File: config.mk
export PLATFORM = sky130hd
export DESIGN_NAME = serial_idle_timeout_framer
export DESIGN_NICKNAME = d
export VERILOG_FILES = /design/src/rtl/sitf_pkg.sv /design/src/rtl/sitf_store.sv /design/src/rtl/sitf_ctrl.sv /design/src/rtl/serial_idle_timeout_framer.sv
export SDC_FILE = /design/constraint.sdc
export NUM_CORES = 2
export LEC_CHECK = 0
export BUFFER_PORTS_ARGS = -buffer_cell sky130_fd_sc_hd__buf_2
export CORE_ASPECT_RATIO = 0.9
export CORE_MARGIN = 1.5
export CORE_UTILIZATION = 55
export DETAILED_ROUTE_END_ITERATION = 10
export PLACE_DENSITY = 0.79
export SLEW_MARGIN = 20
export SYNTH_ARGS = -nofsm -noshare
export SYNTH_HDL_FRONTEND = slang
export SYNTH_HIERARCHICAL = 1
export SYNTH_SLANG_ARGS = --single-unit
File: constraint.sdc
create_clock -name i_clk -period 5 [get_ports i_clk]
set_input_delay 0.25 -clock i_clk [delete_from_list [all_inputs] [get_ports i_clk]]
set_output_delay 0.25 -clock i_clk [all_outputs]
set_load 0.01 [all_outputs]
File: src/rtl/sitf_pkg.sv
// ----------------------------------------------------------------------------
// sitf_pkg
// Shared types, widths and constants of the serial idle-timeout framer.
// ----------------------------------------------------------------------------
package sitf_pkg;

    // Receive store geometry.
    localparam int RX_DEPTH   = 256;
    localparam int ADDR_W     = $clog2(RX_DEPTH);
    localparam int IDX_W      = $clog2(RX_DEPTH + 1);
    localparam int RXCAP_W    = 9;
    localparam int CMP_W      = (IDX_W > RXCAP_W) ? IDX_W : RXCAP_W;

    // Field widths.
    localparam int BYTE_W     = 8;
    localparam int MS_W       = 16;
    localparam int LEN_W      = 16;
    localparam int TIMEOUT_W  = 12;
    localparam int TXCAP_W    = 16;
    localparam int TIMER_W    = 17;
    localparam int FUNC_W     = 3;

    // Configuration port.
    localparam int CFG_IDX_W  = 2;
    localparam int CFG_DATA_W = 16;

    // Stream payload widths, padded to whole bytes.
    localparam int S_DATA_W   = 72;
    localparam int M_DATA_W   = 48;

    // Timing constants in milliseconds.
    localparam int FRAME_HOLD_MS    = 1000;
    localparam int TIMEOUT_MIN      = 10;
    localparam int TIMEOUT_MAX      = 3000;
    localparam int TIMEOUT_FALLBACK = 100;
    localparam int TIMEOUT_RESET    = 50;

    // Configuration register indexes.
    typedef enum logic [CFG_IDX_W-1:0] {
        CFG_TIMEOUT = 2'd0,
        CFG_RX_CAP  = 2'd1,
        CFG_TX_CAP  = 2'd2
    } t_cfg_idx;

    // Operation codes of an input item.
    typedef enum logic [FUNC_W-1:0] {
        FUNC_RX_BYTE = 3'd0,
        FUNC_TICK    = 3'd1,
        FUNC_READ    = 3'd2,
        FUNC_TAKE    = 3'd3,
        FUNC_WRITE   = 3'd4
    } t_func;

    // Transmit bus state.
    typedef enum logic [1:0] {
        BUS_FREE = 2'd0,
        BUS_WAIT = 2'd1,
        BUS_XFER = 2'd2
    } t_bus;

    // Write command to the receive store.
    typedef struct packed {
        logic              en;
        logic [ADDR_W-1:0] addr;
        logic [BYTE_W-1:0] data;
    } t_store_wr;

    // Result of one item, without the byte that comes from the store.
    typedef struct packed {
        logic             rd_en;
        logic [LEN_W-1:0] length;
        logic             start_tx;
        logic [LEN_W-1:0] tx_length;
        t_bus             bus_status;
        logic             frame_ready;
        logic             overflow;
    } t_result;

endpackage

File: src/rtl/sitf_store.sv
// ----------------------------------------------------------------------------
// sitf_store
// Receive byte store: one write port, one registered read port.
// ----------------------------------------------------------------------------
module sitf_store (
    input  logic                          i_clk,
    input  sitf_pkg::t_store_wr           i_wr,
    input  logic                          i_rd_en,
    input  logic [sitf_pkg::ADDR_W-1:0]   i_rd_addr,
    output logic [sitf_pkg::BYTE_W-1:0]   o_rd_data
);
    import sitf_pkg::*;

    logic [BYTE_W-1:0] r_mem [RX_DEPTH];
    logic [BYTE_W-1:0] r_rd_data;

    // Byte write.
    always_ff @(posedge i_clk) begin
        if (i_wr.en) begin
            r_mem[i_wr.addr] <= i_wr.data;
        end
    end

    // Registered read.
    always_ff @(posedge i_clk) begin
        if (i_rd_en) begin
            r_rd_data <= r_mem[i_rd_addr];
        end
    end

    assign o_rd_data = r_rd_data;

endmodule

File: src/rtl/sitf_ctrl.sv
// ----------------------------------------------------------------------------
// sitf_ctrl
// Framing and transmit control: holds the counters, timers and bus state,
// applies configuration writes and works out the result of each item.
// ----------------------------------------------------------------------------
module sitf_ctrl (
    input  logic                              i_clk,
    input  logic                              i_rst_n,
    input  logic                              i_cfg_we,
    input  logic [sitf_pkg::CFG_IDX_W-1:0]    i_cfg_idx,
    input  logic [sitf_pkg::CFG_DATA_W-1:0]   i_cfg_data,
    input  logic                              i_accept,
    input  logic [sitf_pkg::FUNC_W-1:0]       i_func,
    input  logic [sitf_pkg::BYTE_W-1:0]       i_rx_byte,
    input  logic [sitf_pkg::MS_W-1:0]         i_elapsed_ms,
    input  logic                              i_uart_busy,
    input  logic [sitf_pkg::BYTE_W-1:0]       i_read_index,
    input  logic [sitf_pkg::LEN_W-1:0]        i_read_max,
    input  logic [sitf_pkg::LEN_W-1:0]        i_write_count,
    output sitf_pkg::t_store_wr               o_wr,
    output logic [sitf_pkg::ADDR_W-1:0]       o_rd_addr,
    output sitf_pkg::t_result                 o_res
);
    import sitf_pkg::*;

    logic [TIMEOUT_W-1:0] r_timeout, n_timeout;
    logic [RXCAP_W-1:0]   r_rx_cap, n_rx_cap;
    logic [TXCAP_W-1:0]   r_tx_cap, n_tx_cap;
    logic [IDX_W-1:0]     r_wr_idx, n_wr_idx;
    logic [IDX_W-1:0]     r_frame_len, n_frame_len;
    logic [TIMER_W-1:0]   r_rx_timer, n_rx_timer;
    logic [TIMER_W-1:0]   r_tx_timer, n_tx_timer;
    t_bus                 r_bus, n_bus;
    logic [LEN_W-1:0]     r_tx_pend, n_tx_pend;

    // State registers.
    always_ff @(posedge i_clk) begin
        if (!i_rst_n) begin
            r_timeout   <= TIMEOUT_W'(TIMEOUT_RESET);
            r_rx_cap    <= '0;
            r_tx_cap    <= '0;
            r_wr_idx    <= '0;
            r_frame_len <= '0;
            r_rx_timer  <= '0;
            r_tx_timer  <= '0;
            r_bus       <= BUS_FREE;
            r_tx_pend   <= '0;
        end else begin
            r_timeout   <= n_timeout;
            r_rx_cap    <= n_rx_cap;
            r_tx_cap    <= n_tx_cap;
            r_wr_idx    <= n_wr_idx;
            r_frame_len <= n_frame_len;
            r_rx_timer  <= n_rx_timer;
            r_tx_timer  <= n_tx_timer;
            r_bus       <= n_bus;
            r_tx_pend   <= n_tx_pend;
        end
    end

    // Derived values shared by the item logic.
    logic [CMP_W-1:0]     cap;
    logic [TIMER_W-1:0]   timeout_x;
    logic [TIMER_W-1:0]   hold;
    logic [TIMER_W-1:0]   rx_sum;
    logic [TIMER_W-1:0]   tx_sum;
    logic [TIMEOUT_W-1:0] cfg_timeout;

    assign cap = (CMP_W'(r_rx_cap) < CMP_W'(RX_DEPTH)) ? CMP_W'(r_rx_cap)
                                                        : CMP_W'(RX_DEPTH);
    assign timeout_x   = TIMER_W'(r_timeout);
    assign hold        = timeout_x + TIMER_W'(FRAME_HOLD_MS);
    assign rx_sum      = r_rx_timer + TIMER_W'(i_elapsed_ms);
    assign tx_sum      = r_tx_timer + TIMER_W'(i_elapsed_ms);
    assign cfg_timeout = i_cfg_data[TIMEOUT_W-1:0];
    assign o_rd_addr   = ADDR_W'(i_read_index);

    // Next state and result.
    always_comb begin
        t_bus             bus_x;
        logic [LEN_W-1:0] pend_x;
        logic [LEN_W-1:0] cnt;

        n_timeout   = r_timeout;
        n_rx_cap    = r_rx_cap;
        n_tx_cap    = r_tx_cap;
        n_wr_idx    = r_wr_idx;
        n_frame_len = r_frame_len;
        n_rx_timer  = r_rx_timer;
        n_tx_timer  = r_tx_timer;
        n_bus       = r_bus;
        n_tx_pend   = r_tx_pend;
        bus_x       = r_bus;
        pend_x      = r_tx_pend;
        cnt         = i_write_count;

        o_wr.en   = 1'b0;
        o_wr.addr = r_wr_idx[ADDR_W-1:0];
        o_wr.data = i_rx_byte;

        o_res.rd_en     = 1'b0;
        o_res.length    = '0;
        o_res.start_tx  = 1'b0;
        o_res.tx_length = '0;
        o_res.overflow  = 1'b0;

        if (i_cfg_we) begin
            // Configuration writes; the user must keep the block idle when they come; it does not enforce that.
            unique case (i_cfg_idx)
                CFG_TIMEOUT: begin
                    if (cfg_timeout < TIMEOUT_W'(TIMEOUT_MIN) ||
                        cfg_timeout > TIMEOUT_W'(TIMEOUT_MAX)) begin
                        n_timeout = TIMEOUT_W'(TIMEOUT_FALLBACK);
                    end else begin
                        n_timeout = cfg_timeout;
                    end
                end
                CFG_RX_CAP: begin
                    n_rx_cap    = i_cfg_data[RXCAP_W-1:0];
                    n_wr_idx    = '0;
                    n_frame_len = '0;
                    n_rx_timer  = '0;
                end
                CFG_TX_CAP: begin
                    n_tx_cap   = i_cfg_data[TXCAP_W-1:0];
                    n_bus      = BUS_FREE;
                    n_tx_pend  = '0;
                    n_tx_timer = '0;
                end
                default: begin
                end
            endcase
        end else if (i_accept) begin
            unique case (i_func)
                FUNC_RX_BYTE: begin
                    // Store the byte, or flag it dropped when the store is full; with a zero capacity it is ignored.
                    if (cap != '0) begin
                        if (CMP_W'(r_wr_idx) >= cap) begin
                            o_res.overflow = 1'b1;
                        end else begin
                            o_wr.en    = 1'b1;
                            n_wr_idx   = r_wr_idx + IDX_W'(1);
                            n_rx_timer = '0;
                        end
                    end
                end
                FUNC_TICK: begin
                    // Receive side: idle gap, frame latch, then frame hold.
                    if (r_rx_timer < timeout_x) begin
                        n_rx_timer = rx_sum;
                    end else if (r_wr_idx != '0) begin
                        if (r_frame_len == '0) begin
                            n_frame_len = r_wr_idx;
                        end else if (r_rx_timer < hold) begin
                            n_rx_timer = rx_sum;
                            if (rx_sum >= hold) begin
                                n_wr_idx = '0;
                            end
                        end
                    end
                    // Transmit side: delay, then start or finish a transfer.
                    if (r_tx_timer < timeout_x) begin
                        n_tx_timer = tx_sum;
                    end else if (!i_uart_busy) begin
                        if (r_bus == BUS_XFER) begin
                            bus_x  = BUS_FREE;
                            pend_x = '0;
                        end
                        if (pend_x != '0) begin
                            bus_x           = BUS_XFER;
                            o_res.start_tx  = 1'b1;
                            o_res.tx_length = pend_x;
                        end
                        n_bus     = bus_x;
                        n_tx_pend = pend_x;
                    end
                end
                FUNC_READ: begin
                    // Byte comes from the store in the next cycle.
                    o_res.rd_en = (CMP_W'(i_read_index) < CMP_W'(r_frame_len)) &&
                                  (CMP_W'(i_read_index) < CMP_W'(RX_DEPTH));
                end
                FUNC_TAKE: begin
                    if (r_frame_len != '0) begin
                        o_res.length = (LEN_W'(r_frame_len) < i_read_max) ?
                                       LEN_W'(r_frame_len) : i_read_max;
                        n_wr_idx     = '0;
                        n_frame_len  = '0;
                    end
                end
                FUNC_WRITE: begin
                    if (r_tx_cap != '0 && r_bus == BUS_FREE) begin
                        if (cnt > LEN_W'(r_tx_cap)) begin
                            cnt = LEN_W'(r_tx_cap);
                        end
                        n_bus        = BUS_WAIT;
                        n_tx_pend    = cnt;
                        n_tx_timer   = '0;
                        o_res.length = cnt;
                    end
                end
                default: begin
                end
            endcase
        end

        // Status after the item.
        o_res.bus_status  = n_bus;
        o_res.frame_ready = (n_frame_len != '0);
    end

endmodule

File: src/rtl/serial_idle_timeout_framer.sv
// ----------------------------------------------------------------------------
// serial_idle_timeout_framer
// Frames a serial byte stream by line-idle timeout and paces host transmits.
//
//  Channel  Dir  Handshake               Payload
//  s_axis   in   tvalid/tready           tuser: func; tdata: request fields
//  m_axis   out  tvalid/tready           tdata: result fields
//  cfg      in   i_cfg_we (no wait)      i_cfg_idx, i_cfg_data
//
// One item per clock while the output is not stalled. A result passes the
// registered read of the receive store in the middle stage and then the
// output register before it is offered on m_axis.
// State updates happen in the cycle the item is accepted; the store read
// lands in a middle stage and the output register follows it.
// Reset is synchronous; the store has no reset and needs no clearing pass.
// A stalled output holds the middle stage, and input is taken again as soon
// as the middle stage can move on.
// ----------------------------------------------------------------------------
module serial_idle_timeout_framer (
    input  logic                              i_clk,
    input  logic                              i_rst_n,
    // Configuration write port.
    input  logic                              i_cfg_we,
    input  logic [sitf_pkg::CFG_IDX_W-1:0]    i_cfg_idx,
    input  logic [sitf_pkg::CFG_DATA_W-1:0]   i_cfg_data,
    // Input items.
    input  logic                              s_axis_tvalid,
    output logic                              s_axis_tready,
    // func[2:0]
    input  logic [sitf_pkg::FUNC_W-1:0]       s_axis_tuser,
    // rx_byte[7:0], elapsed_ms[23:8], uart_busy[24], read_index[32:25],
    // read_max[48:33], write_count[64:49], zero[71:65]
    input  logic [sitf_pkg::S_DATA_W-1:0]     s_axis_tdata,
    // Result items.
    output logic                              m_axis_tvalid,
    input  logic                              m_axis_tready,
    // read_data[7:0], length[23:8], start_tx[24], tx_length[40:25],
    // bus_status[42:41], frame_ready[43], overflow[44], zero[47:45]
    output logic [sitf_pkg::M_DATA_W-1:0]     m_axis_tdata
);
    import sitf_pkg::*;

    logic                  accept;
    logic                  s1_adv;
    t_store_wr             store_wr;
    logic [ADDR_W-1:0]     rd_addr;
    logic [BYTE_W-1:0]     rd_data;
    t_result               res;

    logic                  r_s1_valid;
    t_result               r_s1_res;
    logic                  r_out_valid;
    logic [M_DATA_W-1:0]   r_out_data;

    // Handshake: the middle stage moves when the output is free or taken.
    assign s1_adv        = r_s1_valid && (!r_out_valid || m_axis_tready);
    assign s_axis_tready = !r_s1_valid || s1_adv;
    assign accept        = s_axis_tvalid && s_axis_tready;

    sitf_ctrl u_ctrl (
        .i_clk         (i_clk),
        .i_rst_n       (i_rst_n),
        .i_cfg_we      (i_cfg_we),
        .i_cfg_idx     (i_cfg_idx),
        .i_cfg_data    (i_cfg_data),
        .i_accept      (accept),
        .i_func        (s_axis_tuser),
        .i_rx_byte     (s_axis_tdata[7:0]),
        .i_elapsed_ms  (s_axis_tdata[23:8]),
        .i_uart_busy   (s_axis_tdata[24]),
        .i_read_index  (s_axis_tdata[32:25]),
        .i_read_max    (s_axis_tdata[48:33]),
        .i_write_count (s_axis_tdata[64:49]),
        .o_wr          (store_wr),
        .o_rd_addr     (rd_addr),
        .o_res         (res)
    );

    sitf_store u_store (
        .i_clk     (i_clk),
        .i_wr      (store_wr),
        .i_rd_en   (accept),
        .i_rd_addr (rd_addr),
        .o_rd_data (rd_data)
    );

    // Middle stage valid flag.
    always_ff @(posedge i_clk) begin
        if (!i_rst_n) begin
            r_s1_valid <= 1'b0;
        end else if (accept) begin
            r_s1_valid <= 1'b1;
        end else if (s1_adv) begin
            r_s1_valid <= 1'b0;
        end
    end

    // Middle stage payload, waits beside the store read data.
    always_ff @(posedge i_clk) begin
        if (accept) begin
            r_s1_res <= res;
        end
    end

    // Output register valid flag.
    always_ff @(posedge i_clk) begin
        if (!i_rst_n) begin
            r_out_valid <= 1'b0;
        end else if (s1_adv) begin
            r_out_valid <= 1'b1;
        end else if (m_axis_tready) begin
            r_out_valid <= 1'b0;
        end
    end

    // Output payload: merge the store byte into the result item.
    always_ff @(posedge i_clk) begin
        if (s1_adv) begin
            r_out_data <= {3'b000,
                           r_s1_res.overflow,
                           r_s1_res.frame_ready,
                           r_s1_res.bus_status,
                           r_s1_res.tx_length,
                           r_s1_res.start_tx,
                           r_s1_res.length,
                           (r_s1_res.rd_en ? rd_data : BYTE_W'(0))};
        end
    end

    assign m_axis_tvalid = r_out_valid;
    assign m_axis_tdata  = r_out_data;

endmodule

# After elaboration in Yosys (flattened, before gate mapping)
# Memories as Yosys holds them, arrays and structs flattened. A register that Yosys moved wholly into a read port is not among the register bits.
# Cells that the tools add are included.
totals:
  reg_bits: 192
  wordCells: 178
  output_inout_bits: 50
  in_bits: 98
  mem_bits_rw: 2048
  memories: 1
classes:
  order_cmp: 11
  eq_ne: 24
  reduce_logical: 35
  add_sub_neg: 4
  n_mux: 78
  n_bitwise: 5
mem_list:
  columns: ["memory", "words", "width", "read_ports", "rd_ports_with_merged_regs", "wr", "line_no", "text"]
  rows:
  - ["u_store.r_mem", 256, 8, 1, 1, 1, "sitf_store.sv:14", "logic [BYTE_W-1:0] r_mem [RX_DEPTH];"]
ops:
  columns: ["operator", "count"]
  rows:
  - ["2-to-1 mux 16 bit", 16]
  - ["2-to-1 mux 17 bit", 15]
  - ["2-to-1 mux 9 bit", 19]
  - ["case mux 17 bit (2 select lines)", 2]
  - ["case mux 16 bit (2 select lines)", 2]
  - ["nonzero test 9 bit", 4]
  - ["adder 17 x 16 -> 17 bit", 2]
  - ["< comparator 17 x 12 -> 1 bit", 2]
  - ["nonzero test 16 bit", 2]
  - ["case mux 9 bit (3 select lines)", 1]
  - ["inequality test 3 x 2 -> 1 bit (second input constant)", 7]
  - ["case mux 9 bit (2 select lines)", 1]
  - ["greater-or-equal comparator 17 bit", 1]
  - ["< comparator 17 bit", 1]
  - ["greater-than comparator 16 bit", 1]
  - ["< comparator 9 x 16 -> 1 bit", 1]
  - ["2-to-1 mux 2 bit", 8]
  - ["inequality test 3 bit (second input constant)", 5]
  - ["adder 12 x 10 -> 13 bit (second input constant)", 1]
  - ["greater-than comparator 12 bit (second input constant)", 1]
  - ["< comparator 12 x 4 -> 1 bit (second input constant)", 1]
  - ["2-to-1 mux 1 bit", 12]
  - ["2-to-1 mux 12 bit", 1]
  - ["AND reduction 11 bit", 1]
  - ["31 further kinds", 50]

# Depth between registers and ports, before layout
depth:
  word_depth: 14
  ltp_mapped: 18
  ltp_nobuf: 17

# Cells and area by module
# Netlist, hierarchy kept.
modules_own_cells:
  columns: ["module", "seq_area_each_um2", "cells_each", "n_inst", "area_each_um2"]
  rows:
  - ["sitf_store", 61739.2, 3733, 1, 79636.4]
  - ["sitf_ctrl", 2142.1, 1108, 1, 8793.4]
  - ["serial_idle_timeout_framer", 2532.4, 104, 1, 2662.6]

# Least setup slack after synthesis
# Ideal clock, no wire load.
synth_path:
  path_type: "register -> register"
  from: "reg r_out_valid, in the netlist m_axis_tvalid"
  to: "mem u_store.r_mem[234][0], enable pin"
  setup_time_ns: 0.370
  path_stages_with_launch: 12
  arrival_time_ns: 5.086
  path_buffers: 3
  slack_ns: -0.457
  required_ns: 4.630
  synth_period_minus_slack_ns: 5.457
  cell_sequence: "dfxtp_1 -> and2b_4 -> a21oi_1 -> nand2b_1 -> nor4_1 -> nand2_1 -> nor3b_1 -> clkbuf_1 -> buf_1 -> nand3_1 -> clkbuf_1 -> nor2_1"
synth_lines:
  columns: ["item", "line_no", "text"]
  rows:
  - ["start, declared", "serial_idle_timeout_framer.sv:52", "logic r_out_valid;"]
  - ["start signal, assigned", "serial_idle_timeout_framer.sv:108", "r_out_valid <= 1'b0;"]
  - ["start signal, assigned", "serial_idle_timeout_framer.sv:110", "r_out_valid <= 1'b1;"]
  - ["start signal, assigned", "serial_idle_timeout_framer.sv:112", "r_out_valid <= 1'b0;"]
  - ["end, declared", "sitf_store.sv:14", null]

==> results.sh <==
export IMPL_outcome="complete, no violations"
export IMPL_final_nets=5411
export IMPL_slowest_delay_ns=1.05
export IMPL_h_tree_depth=4
export IMPL_avgSynthCellArea_um2=18.42
export IMPL_antenna_found_initial=13
export IMPL_cts_root_buf="clkbuf_16"
export IMPL_synth_warnings=6
export IMPL_synthTopCellsByCount="edfxtp_1, mux4_2, nor2_1"
export IMPL_avgRoutedWirePerCell_um=30.27
export IMPL_area_growth_syn_to_layout_pct=11.40
export IMPL_ant_nets=0
export IMPL_power_internal_w=0.03020
export IMPL_remaining_drc_errors=0
export IMPL_cts_buffers=202
export IMPL_yosysTopAreaCellShare=0.7051
export IMPL_dp_final_hpwl_mm=136.1
export IMPL_critPathCaptureType="flip-flop"
export IMPL_grt_use_met1=0.3749
export IMPL_vias=50550
export IMPL_syn_area_mm2=0.09109
export IMPL_leakage_nw=32.55
export IMPL_combinationalPowerShare=0.055
export IMPL_post_cts_resized=0
export IMPL_gp_congestion=0.9005
export IMPL_clock_skew_ns=0.03446
export IMPL_cts_tree="yes"
export IMPL_rsz0062_at_grt="no"
export IMPL_synth_area_leaders="edfxtp_1, mux4_2, dfxtp_1"
export IMPL_ioPinCount=148
export IMPL_gr_usage_all_layers=0.2720
export IMPL_synth_edf_count=2139
export IMPL_die_area_mm2=0.1681
export IMPL_cts_buffer_depth=3
export IMPL_power_frac_seq=0.539
export IMPL_clk_latency_ns=0.85
export IMPL_timing_final_crit_share=0.9196
export IMPL_ys_seq_area_frac=0.7291
export IMPL_start_kind="flip-flop"
export IMPL_die_x_um=432.0
export IMPL_cts_hold_buf=62
export IMPL_drive_gt1_frac=0.2001
export IMPL_start_util=0.5546
export IMPL_grt_max_degree=161
export IMPL_fin_crit_ns=4.598
export IMPL_final_util=0.6179
export IMPL_worstSetupPathType="flip-flop to flip-flop"
export IMPL_critPathMaxFanout=18
export IMPL_multiInputGateArea_mm2=0.02271
export IMPL_clk_pin_slew_ns=0.06
export IMPL_setup_tns_ns=0
export IMPL_grt_pass1_vias=49510
export IMPL_post_cts_setup_buffer_count=0
export IMPL_dp_cells=7141
export IMPL_core_area_mm2=0.1642
export IMPL_nFillCells=10860
export IMPL_num_rows=141
export IMPL_p_switching_w=0.008147
export IMPL_cp_slowest_cell="nor2_1"
export IMPL_die_h_um=389.1
export IMPL_grt_overflow=0
export IMPL_grt_pass1_wl_mm=333.6
export IMPL_crit_required_ns=5.44
export IMPL_setup_viol_count_final=0
export IMPL_hold_path_class="input pin to flip-flop"
export IMPL_yosysMostFrequentCell="edfxtp_1"
export IMPL_drv_cap=0
export IMPL_yosysTopAreaCell="edfxtp_1"
export IMPL_irDropWorstVdd_uv=320.9
export IMPL_p_sw_frac=0.2124
export IMPL_clock_power_share=0.406
export IMPL_clock_fmax_mhz=217.5
export IMPL_p_per_area_mw_per_mm2=377.9
export IMPL_worst_pin_slew_ns=1.101
export IMPL_worstPathArrival_ns=5.04
export IMPL_synthCells=4945
export IMPL_grt_busiest_layer="met2"
export IMPL_hold_violations=0
export IMPL_slew_violations=0
export IMPL_clock_sinks=2248
export IMPL_async_flop_share=0
export IMPL_final_instance_count_excl_fill=7583
export IMPL_portBuffers=137
export IMPL_synth_cell_types=92
export IMPL_ys_flop_type="edfxtp_1"
export IMPL_routed_via_density=6.666
export IMPL_finalWirelength_mm=229.6
export IMPL_critical_path_cell_chain="clkinv_1 > nand2_1 > ha_1 > a21o_1 > a21oi_1 > o211ai_1 > nand3_1 > nor3b_2 > buf_4 > nand4_1 > nor2_1"
export IMPL_use_met2=0.4242
export IMPL_grt_util_met3=0.06797
export IMPL_synth_seq_cells=2248
export IMPL_drtPass1Iterations=6
export IMPL_register_area_mm2=0.06641
export IMPL_max_slew_margin=0.2592
export IMPL_drtIter0Drc=7786
==> critical path: cells and delay by family (launching register included) <==
family	cells	cell delay [ns]
simple gates	5	2.49
buf+inv	2	0.53
compound gates	3	0.53
flops	1	0.38
fa+ha+maj	1	0.25
==> cells in the final DEF, fill, tap and decap left out, types with 39 or more instances in the layout <==
cell type,netlist,layout
edfxtp_1,2139,2139
mux4_2,454,454
nor2_1,355,352
a21oi_1,225,223
clkbuf_16,0,208
mux2i_1,159,159
a22oi_1,138,138
nand2_1,132,132
buf_2,34,126
ha_1,120,120
buf_4,55,118
dfxtp_1,109,109
nand3_1,89,88
inv_1,64,63
dlygate4sd3_1,0,62
clkinv_1,2,48
o221ai_1,47,47
nand2b_1,43,43
and2_1,41,41
nor4_1,41,40
o22ai_1,39,39
==> power groups by stage <==
stage	logic (W)	registers [W]	clock network, W
final	0.00211	0.0207	0.0156
after global routing	0.00221	0.0207	0.0164
after CTS	0.00208	0.0207	0.0157
after detailed placement	0.00201	0.0211	0
after global placement	0.00196	0.0211	0
after floorplan	0.00129	0.0211	0
==> registers in the layout, summed over array words and instances (netlist names) <==
| signal | count |
|---|---|
| u_store/r_mem | 2048 |
| m_axis_tdata | 45 |
| r_s1_res | 38 |
| u_ctrl/r_rx_timer | 17 |
| u_ctrl/r_tx_timer | 17 |
| u_ctrl/r_tx_cap | 16 |
| u_ctrl/r_tx_pend | 16 |
| u_ctrl/r_timeout | 12 |
| u_ctrl/r_frame_len | 9 |
| u_ctrl/r_rx_cap | 9 |
| u_ctrl/r_wr_idx | 9 |
| u_store/o_rd_data | 8 |
| u_ctrl/r_bus | 2 |
| m_axis_tvalid | 1 |
| r_s1_valid | 1 |
==> per-layer routing <==
layer / vias to the layer above / wire length, µm
li1: 20610 / -
met1: 25750 / 84620
met2: 3637 / 108000
met3: 548 / 27960
met4: 10 / 8919
met5: - / 63
==> path summary, 6_finish.rpt <==
kind / slack, ns / depth (start not counted) / from / endpoint
worst max-delay path: 0.40 / 11 / u_ctrl/r_rx_cap[8] / u_store/r_mem[199][1]
worst min-delay path: 0.03 / 1 / s_axis_tdata[1] / u_store/r_mem[225][1]
worst max register to register: 0.40 / 11 / u_ctrl/r_rx_cap[8] / u_store/r_mem[199][1]
worst min register to register: 0.42 / 0 / r_s1_res[35] / m_axis_tdata[22]
==> area by class of cell <==
cell class | count | share of cell area
clock inverters | 125 | 0.01171
inverters | 66 | 0.002441
repair buffers | 339 | 0.02698
clock buffers | 249 | 0.05320
diodes | 6 | 0.0001480
well taps | 2216 | 0.02732
multi-input cells | 2334 | 0.2237
flip-flops and latches | 2248 | 0.6545
==> cells by family after synthesis <==
| family | share of synthesized area |
|---|---|
| buf+inv | 0.02262 |
| mux | 0.1304 |
| other cells | 0.00004117 |
| fa+ha+maj | 0.01692 |
| xor+xnor | 0.002981 |
| compound gates | 0.05203 |
| flops | 0.7291 |
| simple gates | 0.04590 |
==> stage by stage <==
stage                     cell area, µm²  total power (W)  hold slack (ns)  setup WS, ns
final                             101500          0.03835          0.02713        0.4018
after global routing              101500          0.03926          0.02015        0.2606
after CTS                         101400          0.03844       0.00006356        0.5466
after detailed placement           94230          0.02310           0.4045        0.5774
after global placement             94230          0.02304           0.4009        0.5799
after floorplan                    91100          0.02239           0.3675        0.7000
Note: power is estimated with default switching activity, not from simulation.
